### config.mk
export PLATFORM = sky130hd
export DESIGN_NAME = gf2m_inverse_ext_euclid
export DESIGN_NICKNAME = d
export VERILOG_FILES = /design/src/rtl/core/giee_pkg.sv /design/src/rtl/core/giee_ctrl.sv /design/src/rtl/core/giee_dp.sv /design/src/rtl/core/gf2m_inverse_ext_euclid.sv
export VERILOG_INCLUDE_DIRS = /design/src /design/src/rtl/core
export SDC_FILE = /design/constraint.sdc
export NUM_CORES = 1
export LEC_CHECK = 0
export ABC_CLOCK_PERIOD_IN_PS = 3900
export BUFFER_PORTS_ARGS = -buffer_cell sky130_fd_sc_hd__buf_4
export CAP_MARGIN = 5
export CELL_PAD_IN_SITES_DETAIL_PLACEMENT = 1
export CELL_PAD_IN_SITES_GLOBAL_PLACEMENT = 2
export CORE_MARGIN = 8
export CORE_UTILIZATION = 35
export DETAILED_ROUTE_END_ITERATION = 10
export PLACE_DENSITY_LB_ADDON = 0.15
export SLEW_MARGIN = 20
export SYNTH_ARGS = -nofsm -noshare
export SYNTH_HDL_FRONTEND = slang
export SYNTH_SLANG_ARGS = --single-unit
export TNS_END_PERCENT = 50
### constraint.sdc
create_clock -name clk -period 3.9 [get_ports clk]
set_clock_uncertainty 0.05 [all_clocks]
set_input_delay 0.195 -clock clk [delete_from_list [all_inputs] [get_ports clk]]
set_output_delay 0.195 -clock clk [all_outputs]
set_load 0.05 [all_outputs]
### src/rtl/core/gf2m_inverse_ext_euclid_defines.svh
// ----------------------------------------------------------------------------
// GF(2^m) inverter assertion macros
// Concurrent check wrappers, compiled out for synthesis.
// ----------------------------------------------------------------------------
`ifndef GF2M_INVERSE_EXT_EUCLID_DEFINES_SVH
`define GF2M_INVERSE_EXT_EUCLID_DEFINES_SVH

`ifndef SYNTHESIS
`define GIEE_ASSERT_IMPL(lbl, clk, rst_n, ante, cons) \
	lbl: assert property (@(posedge clk) disable iff (!rst_n) (ante) |-> (cons)) \
		else $error("gf2m inverter: implication check failed");
`define GIEE_ASSERT_NEXT(lbl, clk, rst_n, ante, cons) \
	lbl: assert property (@(posedge clk) disable iff (!rst_n) (ante) |=> (cons)) \
		else $error("gf2m inverter: next-cycle check failed");
`else
`define GIEE_ASSERT_IMPL(lbl, clk, rst_n, ante, cons)
`define GIEE_ASSERT_NEXT(lbl, clk, rst_n, ante, cons)
`endif

`endif

### src/rtl/core/giee_pkg.sv
// ----------------------------------------------------------------------------
// GF(2^m) inverter package
// Widths, reset constant, control types and the degree helper.
// ----------------------------------------------------------------------------
`default_nettype none

package giee_pkg;

	localparam int FIELD_BITS = 10;
	localparam int MOD_BITS   = FIELD_BITS + 1;
	localparam int DEG_BITS   = $clog2(MOD_BITS);

	localparam logic [MOD_BITS-1:0] MODULUS_RESET = MOD_BITS'(1033);

	typedef enum logic [2:0] {
		ST_IDLE = 3'b001,
		ST_RUN  = 3'b010,
		ST_DONE = 3'b100
	} state_t;

	typedef struct packed {
		logic load;
		logic step;
	} cmd_t;

	typedef struct packed {
		logic r_cur_zero;
	} sts_t;

	// Index of the highest set bit; 0 for a zero word (callers test for zero).
	function automatic logic [DEG_BITS-1:0] poly_deg(input logic [MOD_BITS-1:0] p);
		logic [DEG_BITS-1:0] d;
		d = '0;
		for (int i = 0; i < MOD_BITS; i++) begin
			if (p[i]) begin
				d = DEG_BITS'(i);
			end
		end
		return d;
	endfunction

endpackage

`default_nettype wire

### src/rtl/core/giee_ctrl.sv
// ----------------------------------------------------------------------------
// GF(2^m) inverter controller
// Sequences load, Euclid steps and the result beat.
// ----------------------------------------------------------------------------
`default_nettype none

module giee_ctrl (
	input  wire logic          clk,
	input  wire logic          arst_n,
	input  wire logic          in_valid,
	output logic               in_stall,
	output logic               out_valid,
	input  wire logic          out_stall,
	input  wire giee_pkg::sts_t sts,
	output giee_pkg::cmd_t     cmd
);
	import giee_pkg::*;

	state_t state_q, state_d;

	always_comb begin
		state_d  = state_q;
		cmd      = '0;
		unique case (state_q)
			ST_IDLE: begin
				if (in_valid) begin
					cmd.load = 1'b1;
					state_d  = ST_RUN;
				end
			end
			ST_RUN: begin
				if (sts.r_cur_zero) begin
					state_d = ST_DONE;
				end else begin
					cmd.step = 1'b1;
				end
			end
			ST_DONE: begin
				if (!out_stall) begin
					state_d = ST_IDLE;
				end
			end
			default: state_d = ST_IDLE;
		endcase
	end

	assign in_stall  = (state_q != ST_IDLE);
	assign out_valid = (state_q == ST_DONE);

	always_ff @(posedge clk or negedge arst_n) begin
		if (!arst_n) begin
			state_q <= ST_IDLE;
		end else begin
			state_q <= state_d;
		end
	end

endmodule

`default_nettype wire

### src/rtl/core/giee_dp.sv
// ----------------------------------------------------------------------------
// GF(2^m) inverter datapath
// Remainder and Bezout registers with one shift-and-cancel or swap step per cycle while a step is commanded.
// ----------------------------------------------------------------------------
`default_nettype none

module giee_dp (
	input  wire logic                                clk,
	input  wire logic                                arst_n,
	input  wire giee_pkg::cmd_t                      cmd,
	output giee_pkg::sts_t                           sts,
	input  wire logic                                cfg_wr_en,
	input  wire logic [giee_pkg::MOD_BITS-1:0]       cfg_wr_data,
	input  wire logic [giee_pkg::FIELD_BITS-1:0]     operand,
	output logic      [giee_pkg::FIELD_BITS-1:0]     inverse,
	output logic                                     has_inverse
);
	import giee_pkg::*;

	logic [MOD_BITS-1:0]   mod_q;
	logic [MOD_BITS-1:0]   r_prev_q, r_cur_q;
	// Only the low field bits of the Bezout track reach the result, and
	// carry-less products never move high bits downwards.
	logic [FIELD_BITS-1:0] w_prev_q, w_cur_q;
	logic                  nz_q;

	logic [DEG_BITS-1:0]   deg_p, deg_c, sh;
	logic                  reduce;

	assign deg_p  = poly_deg(r_prev_q);
	assign deg_c  = poly_deg(r_cur_q);
	assign reduce = (r_prev_q != '0) && (deg_p >= deg_c);
	assign sh     = deg_p - deg_c;

	assign sts.r_cur_zero = (r_cur_q == '0);

	always_ff @(posedge clk or negedge arst_n) begin
		if (!arst_n) begin
			mod_q <= MODULUS_RESET;
		end else if (cfg_wr_en) begin
			mod_q <= cfg_wr_data;
		end
	end

	always_ff @(posedge clk) begin
		if (cmd.load) begin
			r_prev_q <= mod_q;
			r_cur_q  <= {1'b0, operand};
			w_prev_q <= '0;
			w_cur_q  <= FIELD_BITS'(1);
			nz_q     <= (operand != '0);
		end else if (cmd.step) begin
			if (reduce) begin
				r_prev_q <= r_prev_q ^ (r_cur_q << sh);
				w_prev_q <= w_prev_q ^ (w_cur_q << sh);
			end else begin
				// division finished: rotate remainders and coefficients
				r_prev_q <= r_cur_q;
				r_cur_q  <= r_prev_q;
				w_prev_q <= w_cur_q;
				w_cur_q  <= w_prev_q;
			end
		end
	end

	assign has_inverse = nz_q && (r_prev_q == MOD_BITS'(1));
	assign inverse     = has_inverse ? w_prev_q : '0;

endmodule

`default_nettype wire

### src/rtl/core/gf2m_inverse_ext_euclid.sv
// ----------------------------------------------------------------------------
// GF(2^10) inverter, extended Euclid
// Computes operand^-1 modulo the configured degree-ten polynomial.
// ----------------------------------------------------------------------------
// One operand is taken at a time. After the input beat the datapath runs one
// shift-and-cancel or swap step per cycle until the remainder is zero; for
// ten-bit operands that is at most 30 steps (20 cancels, 10 swaps). The result
// beat follows once the remainder is zero (with no steps for a zero operand)
// and is held through any output stall. The input stays stalled until the
// result beat is taken; the next input beat is then accepted back in idle.
// has_inverse is 1 when the final gcd is 1; otherwise inverse reads 0.
// The modulus register (reset x^10+x^3+1) may be written only while idle.
`default_nettype none

`include "gf2m_inverse_ext_euclid_defines.svh"

module gf2m_inverse_ext_euclid (
	input  wire logic                            clk,
	input  wire logic                            arst_n,
	input  wire logic                            in_valid,
	output logic                                 in_stall,
	input  wire logic [giee_pkg::FIELD_BITS-1:0] operand,
	output logic                                 out_valid,
	input  wire logic                            out_stall,
	output logic      [giee_pkg::FIELD_BITS-1:0] inverse,
	output logic                                 has_inverse,
	input  wire logic                            cfg_wr_en,
	input  wire logic [giee_pkg::MOD_BITS-1:0]   cfg_wr_data
);
	import giee_pkg::*;

	cmd_t cmd;
	sts_t sts;

	giee_ctrl u_ctrl (
		.clk       (clk),
		.arst_n    (arst_n),
		.in_valid  (in_valid),
		.in_stall  (in_stall),
		.out_valid (out_valid),
		.out_stall (out_stall),
		.sts       (sts),
		.cmd       (cmd)
	);

	giee_dp u_dp (
		.clk         (clk),
		.arst_n      (arst_n),
		.cmd         (cmd),
		.sts         (sts),
		.cfg_wr_en   (cfg_wr_en),
		.cfg_wr_data (cfg_wr_data),
		.operand     (operand),
		.inverse     (inverse),
		.has_inverse (has_inverse)
	);

	`GIEE_ASSERT_IMPL(a_no_inv_zero, clk, arst_n, out_valid && !has_inverse, inverse == '0)
	`GIEE_ASSERT_IMPL(a_one_in_flight, clk, arst_n, out_valid, in_stall)
	`GIEE_ASSERT_NEXT(a_accept_runs, clk, arst_n, in_valid && !in_stall, !out_valid && in_stall)
	`GIEE_ASSERT_IMPL(a_step_needs_rem, clk, arst_n, cmd.step, !sts.r_cur_zero && !cmd.load)

endmodule

`default_nettype wire
---- Word-level counts from Yosys, hierarchy flattened ----
Index checks and enable logic that the tools add are counted.
W data, S select, Z words.
storage, ports and cells
  flip-flop bits (word level) ............. 57
  latch bits .............................. 0
  bits in writable memories ............... 0
  bits in read-only memories .............. 0
  bits of input ports ..................... 26
  memories ................................ 0
operators by class
  $add $sub $neg .......................... 1
  multiply operators ...................... 0
  divide/modulo/power cells ............... 0
  order comparisons ....................... 1
  eq/ne operators ......................... 9
  shift-type cells ........................ 2
  muxes and demuxes ....................... 36
  bitwise operators ....................... 3
  reduce and logical (&&, ||, !) cells .... 9
operators with widths
  operator               count
  $mux W10               5
  $mux W4                12
  $mux W11               3
  $mux W3                7
  $eq A11 B1 Y1 const B  1
  $logic_not A11 Y1      1
  $reduce_bool A11 Y1    1
  $shl A11 B4 Y11        1
  $xor A11 B11 Y11       1
  $reduce_bool A10 Y1    1
  $shl A10 B4 Y10        1
  $xor A10 B10 Y10       1
  $pmux W3 S3            1
  $ne A2 B2 Y1 const B   4
  $mux W1                6
  $ge A4 B4 Y1           1
  $mux W2                2
  $reduce_and A2 Y1      2
  $sub A4 B4 Y4          1
  $eq A3 B1 Y1 const B   1
  $eq A3 B2 Y1 const B   1
  $eq A3 B3 Y1 const B   1
  $ne A3 B1 Y1 const B   1
  $reduce_and A3 Y1      1
  other kinds (3)        4

---- Logic depth before layout (Yosys ltp) ----
  depth in word-level cells ............... 16
  depth in mapped cells ................... 16

---- Modules after synthesis ----
From an unflattened synthesis, not the netlist that was laid out.
second synthesis, totals
  cell total of the unflattened synthesis .. 394
  area, all modules ....................... 3955.0 um2
modules (own cells, without submodules)
  module     times used  cells each  area an instance (um2)
  giee_dp    1           377         3771.1
  giee_ctrl  1           17          183.9

---- Least setup slack after synthesis ----
OpenSTA, ideal clock, no wires.
  path type ............................... reg2reg
  start ................................... register u_dp.r_cur_q[3]
  end ..................................... register u_dp.r_prev_q[10], data pin
  library setup time ...................... 0.263 ns
  arrival ................................. 3.060 ns
  required time ........................... 3.587 ns
  setup slack ............................. 0.527 ns
  stages on the path, launching flop included .. 15
  cell sequence ........................... edfxtp_1 inv_1 a21oi_1 o21bai_1 a21oi_1 nor2_1 nor2_1 ha_1 fa_1 xor2_1 mux4_2 mux2_2 mux2i_1 xor2_1 o21ai_0
on the way
  word-level cells in the longest chain between the ends .. 14
  elaborated cells on any way between the ends .. 16
ends and longest elaborated chain
  what                    RTL line        RTL
  start, declared         giee_dp.sv:21   logic [MOD_BITS-1:0] r_prev_q, r_cur_q;
  start signal, assigned  giee_dp.sv:48   r_cur_q <= {1'b0, operand};
  start signal, assigned  giee_dp.sv:59   r_cur_q <= r_prev_q;
  $mux W2                 giee_pkg.sv:35  if (p[i]) begin
  $mux W3 (4 in series)   giee_pkg.sv:35
  $mux W4 (3 in series)   giee_pkg.sv:35
  $sub A4 B4 Y4           giee_dp.sv:33   assign sh = deg_p - deg_c;
  $shl A11 B4 Y11         giee_dp.sv:54   r_prev_q <= r_prev_q ^ (r_cur_q << sh);
  $xor A11 B11 Y11        giee_dp.sv:54
  $mux W11 (*)            giee_dp.sv:53   if (reduce) begin
  $mux W11 (*)            giee_dp.sv:52   end else if (cmd.step) begin
  $mux W11 (*)            giee_dp.sv:46   if (cmd.load) begin
  end signal, assigned    giee_dp.sv:47   r_prev_q <= mod_q;
  end signal, assigned    giee_dp.sv:54
  end signal, assigned    giee_dp.sv:58   r_prev_q <= r_cur_q;
  end, declared           giee_dp.sv:21
Every way passes the cells marked *; elsewhere a longest branch is shown, timed or not. The select of a mux whose other input is x is not followed.
A chain may end at the register's enable or synchronous reset.

---- Worst setup path after layout ----
  start ................................... register u_dp.r_prev_q[4]
  end ..................................... register u_dp.r_prev_q[9], data pin
on the way
  word-level cells in the longest chain between the ends .. 13
  elaborated cells on any way between the ends .. 16
ends and longest elaborated chain
  what                   RTL line
  $mux W4 (7 in series)  giee_pkg.sv:35
  $sub A4 B4 Y4          giee_dp.sv:33
  $shl A11 B4 Y11        giee_dp.sv:54
  $xor A11 B11 Y11       giee_dp.sv:54
  $mux W11 (*)           giee_dp.sv:53
  $mux W11 (*)           giee_dp.sv:52
  $mux W11 (*)           giee_dp.sv:46
Marked as above.

==> impl_metrics.ini <==
[run_status]
outcome = complete, no violations

[final_layout]
syn2layout_area_growth_pct = 17.85
drive_gt1_share_pct = 23.27
num-fill-cells = 1273
final_area_um2 = 4534
diodes = 0
final_util_pct = 42.01
fin_nets = 516

[detailed_routing]
drc = 0
via_per_inst = 5.567
drt_iter0_markers = 206
firstDrtPassIters = 4
vias = 3507
antenna_left = 0
routed_wl_um = 12520
routedWlPerCell_um = 19.87

[logic_synthesis]
synth_area_leaders = edfxtp_1, dfxtp_1, nand2_1
yosys_warnings = 0
synth_top_area_share_pct = 17.17
synth.distinct_cells = 58
syn_inst = 439
synthFlopType = edfxtp_1
syn_area_per_cell_um2 = 8.764
synth_seq_area_share_pct = 37.33
mappedNetlistArea_um2 = 3847
synth_seq_cells = 57
ys_async_sr_fraction_pct = 24.56
syn-num-nets = 470
synth-edff-count = 22
yosysTopAreaCell = edfxtp_1

[setup_path]
cp_num_buf_inv = 1
crit_chain = nor4_1 > buf_4 > nor2_1 > ha_1 > and3b_1 > or3_1 > and2_1 > o31ai_1 > mux2i_1 > nand3_1
crit_start = u_dp.r_prev_q[4]
critPathKind = register to register
cp_slowest_cell = edfxtp_1
max_stage_delay_ps = 520
critPathTopFamily = simple AND/OR/NAND/NOR gates
crit_end = u_dp.r_prev_q[9]
r2r_slack_ps = 310
timing.rr.end = u_dp.r_prev_q[9]
r2r-start = u_dp.r_prev_q[4]
cp_max_fo = 16
required_ps = 3940
critPathCaptureType = register
cp_num_cells = 10
arrival_ps = 3620
r2r_cells = 10
cp-start-kind = register

[grt]
antenna_found_initial = 0
grt_max_degree = 38
overflow = 0
track_usage_pct = 17.90
grt_pass1_vias = 3625
grt_pass1_wl_um = 20270

[die]
die_h_um = 120.8
rows = 38
die_w_um = 120.8
dieArea_um2 = 14600
initial_utilization_pct = 35.65
ioPinCount = 39
core_um2 = 10790

[timing]
period_share_pct = 91.97
hold_viol = 0
worst_pin_slew_ps = 818.4
rsz0062_at_grt = false
fin_setup_tns_ps = 0
fmax_mhz = 278.8
setup_viol = 0
slew_violations = 0
maxSlewHeadroom_pct = 45.38
fin_crit_ps = 3587

[clock_network]
cts_tree = built
cts-root-buf = clkbuf_8
cts_max_path_buffers = 2
worstSkewPairLatency_ps = 340
cts_setup_buffers = 0
htreeDepth = 3
cts_sinks = 57
numCtsBuffers = 9
clkTransAtPathRegs_ps = 70

[placed_design]
gp_congestion = 0.9014
hpwlAfterDp_um = 9102
port_buffers = 38
placed_cell_area_um2 = 4354

[hold_path]
hp-class = primary input to register

[job]
maxCapViolations = 0
==> layer usage <==
metal	vias to the layer above	routed length, um	track usage (%)
met5	-	0	0
met4	0	131	5.933
met3	10	515	2.704
met2	68	5457	26.70
met1	1752	6417	25.73
li1	1677	-	-
==> state kept, by name, indices dropped and copies added (netlist names) <==
register	cells
u_ctrl.state_q	3
u_dp.mod_q	11
u_dp.nz_q	1
u_dp.r_cur_q	11
u_dp.r_prev_q	11
u_dp.w_cur_q	10
u_dp.w_prev_q	10
==> worst reg2reg max path: stages (launching register included) <==
cell,delay [ps]
edfxtp_1,520
nor4_1,330
buf_4,180
nor2_1,40
ha_1,350
and3b_1,220
or3_1,440
and2_1,460
o31ai_1,420
mux2i_1,250
nand3_1,80
==> logic make-up (layout without fill, tap and decap cells) <==
logic type	after synthesis	count (layout)	synth area share [%]
AOI/OAI and AO/OA	107	107	17.56
and+or+nand+nor	180	180	21.95
adders and majority gates	5	5	1.821
xor gates and xnor gates	12	12	2.732
buffers and inverters	41	92	4.846
muxes	37	37	13.76
DFF	57	57	37.33
==> placed cells by master (no fill, tap or decap), types with 10 or more instances in the layout <==
cell type	count
o21ai_0	25
edfxtp_1	22
buf_4	63
mux2_2	17
and2_1	10
nor2_1	32
nand3_1	11
a21oi_1	36
dfrtp_1	10
inv_1	10
nand2_1	83
mux4_2	11
nor3_1	11
dfxtp_1	21
==> cells in the mapped netlist (all sizes together), types with 7 or more instances <==
library cell,number
buf,16
mux2,17
clkbuf,15
a21oi,36
inv,10
and3,9
mux2i,9
edfxtp,22
mux4,11
nand3,11
nor2,33
dfxtp,21
o2bb2ai,7
nand2,83
xnor2,9
a22oi,8
nor3,12
and2,10
dfrtp,10
o21ai,27
==> per-stage QoR <==
stage	worst slack [ps]	instances	hold slack, ps
6_report	313.0	630	35.34
5_1_grt	60.11	630	21.60
4_1_cts	207.6	630	13.47
3_5_place_dp	238.4	612	22.73
3_3_place_gp	334.9	612	21.24
2_1_floorplan	527.1	439	-150.6
==> repair_timing <==
action | in CTS | in global routing
hold buffers | 2 | 0
endpoints found under the hold margin | 15 | 0
endpoints found under the setup margin | 0 | 1
resized for setup | 0 | 2
==> area by class of cell <==
cell class / instances / area [um2] / share of cell area [%]
Clock inverter: 5 / 22.52 / 0.4967
Inverter: 10 / 37.54 / 0.8278
Timing Repair Buffer: 66 / 504.2 / 11.12
Multi-Input combinational cell: 341 / 2227 / 49.12
Sequential cell: 57 / 1436 / 31.68
Clock buffer: 11 / 131.4 / 2.897
Tap cell: 140 / 175.2 / 3.863
==> how the worst min path moves through the flow <==
stage | from | to | slack [ps] | cells past startpoint
after global routing | cfg_wr_data[0] | u_dp.mod_q[0] | 20 | 2
after floorplan | arst_n | u_ctrl.state_q[1] | -150 | 0
after detailed placement | arst_n | u_dp.mod_q[5] | 20 | 1
after CTS | cfg_wr_data[5] | u_dp.mod_q[5] | 10 | 2
after global placement | arst_n | u_dp.mod_q[5] | 20 | 1
final | cfg_wr_data[8] | u_dp.mod_q[8] | 40 | 2
Power is left out: the tool's default activity adds up to more than one toggle a clock period on the data nets, which glitch-free logic cannot reach.
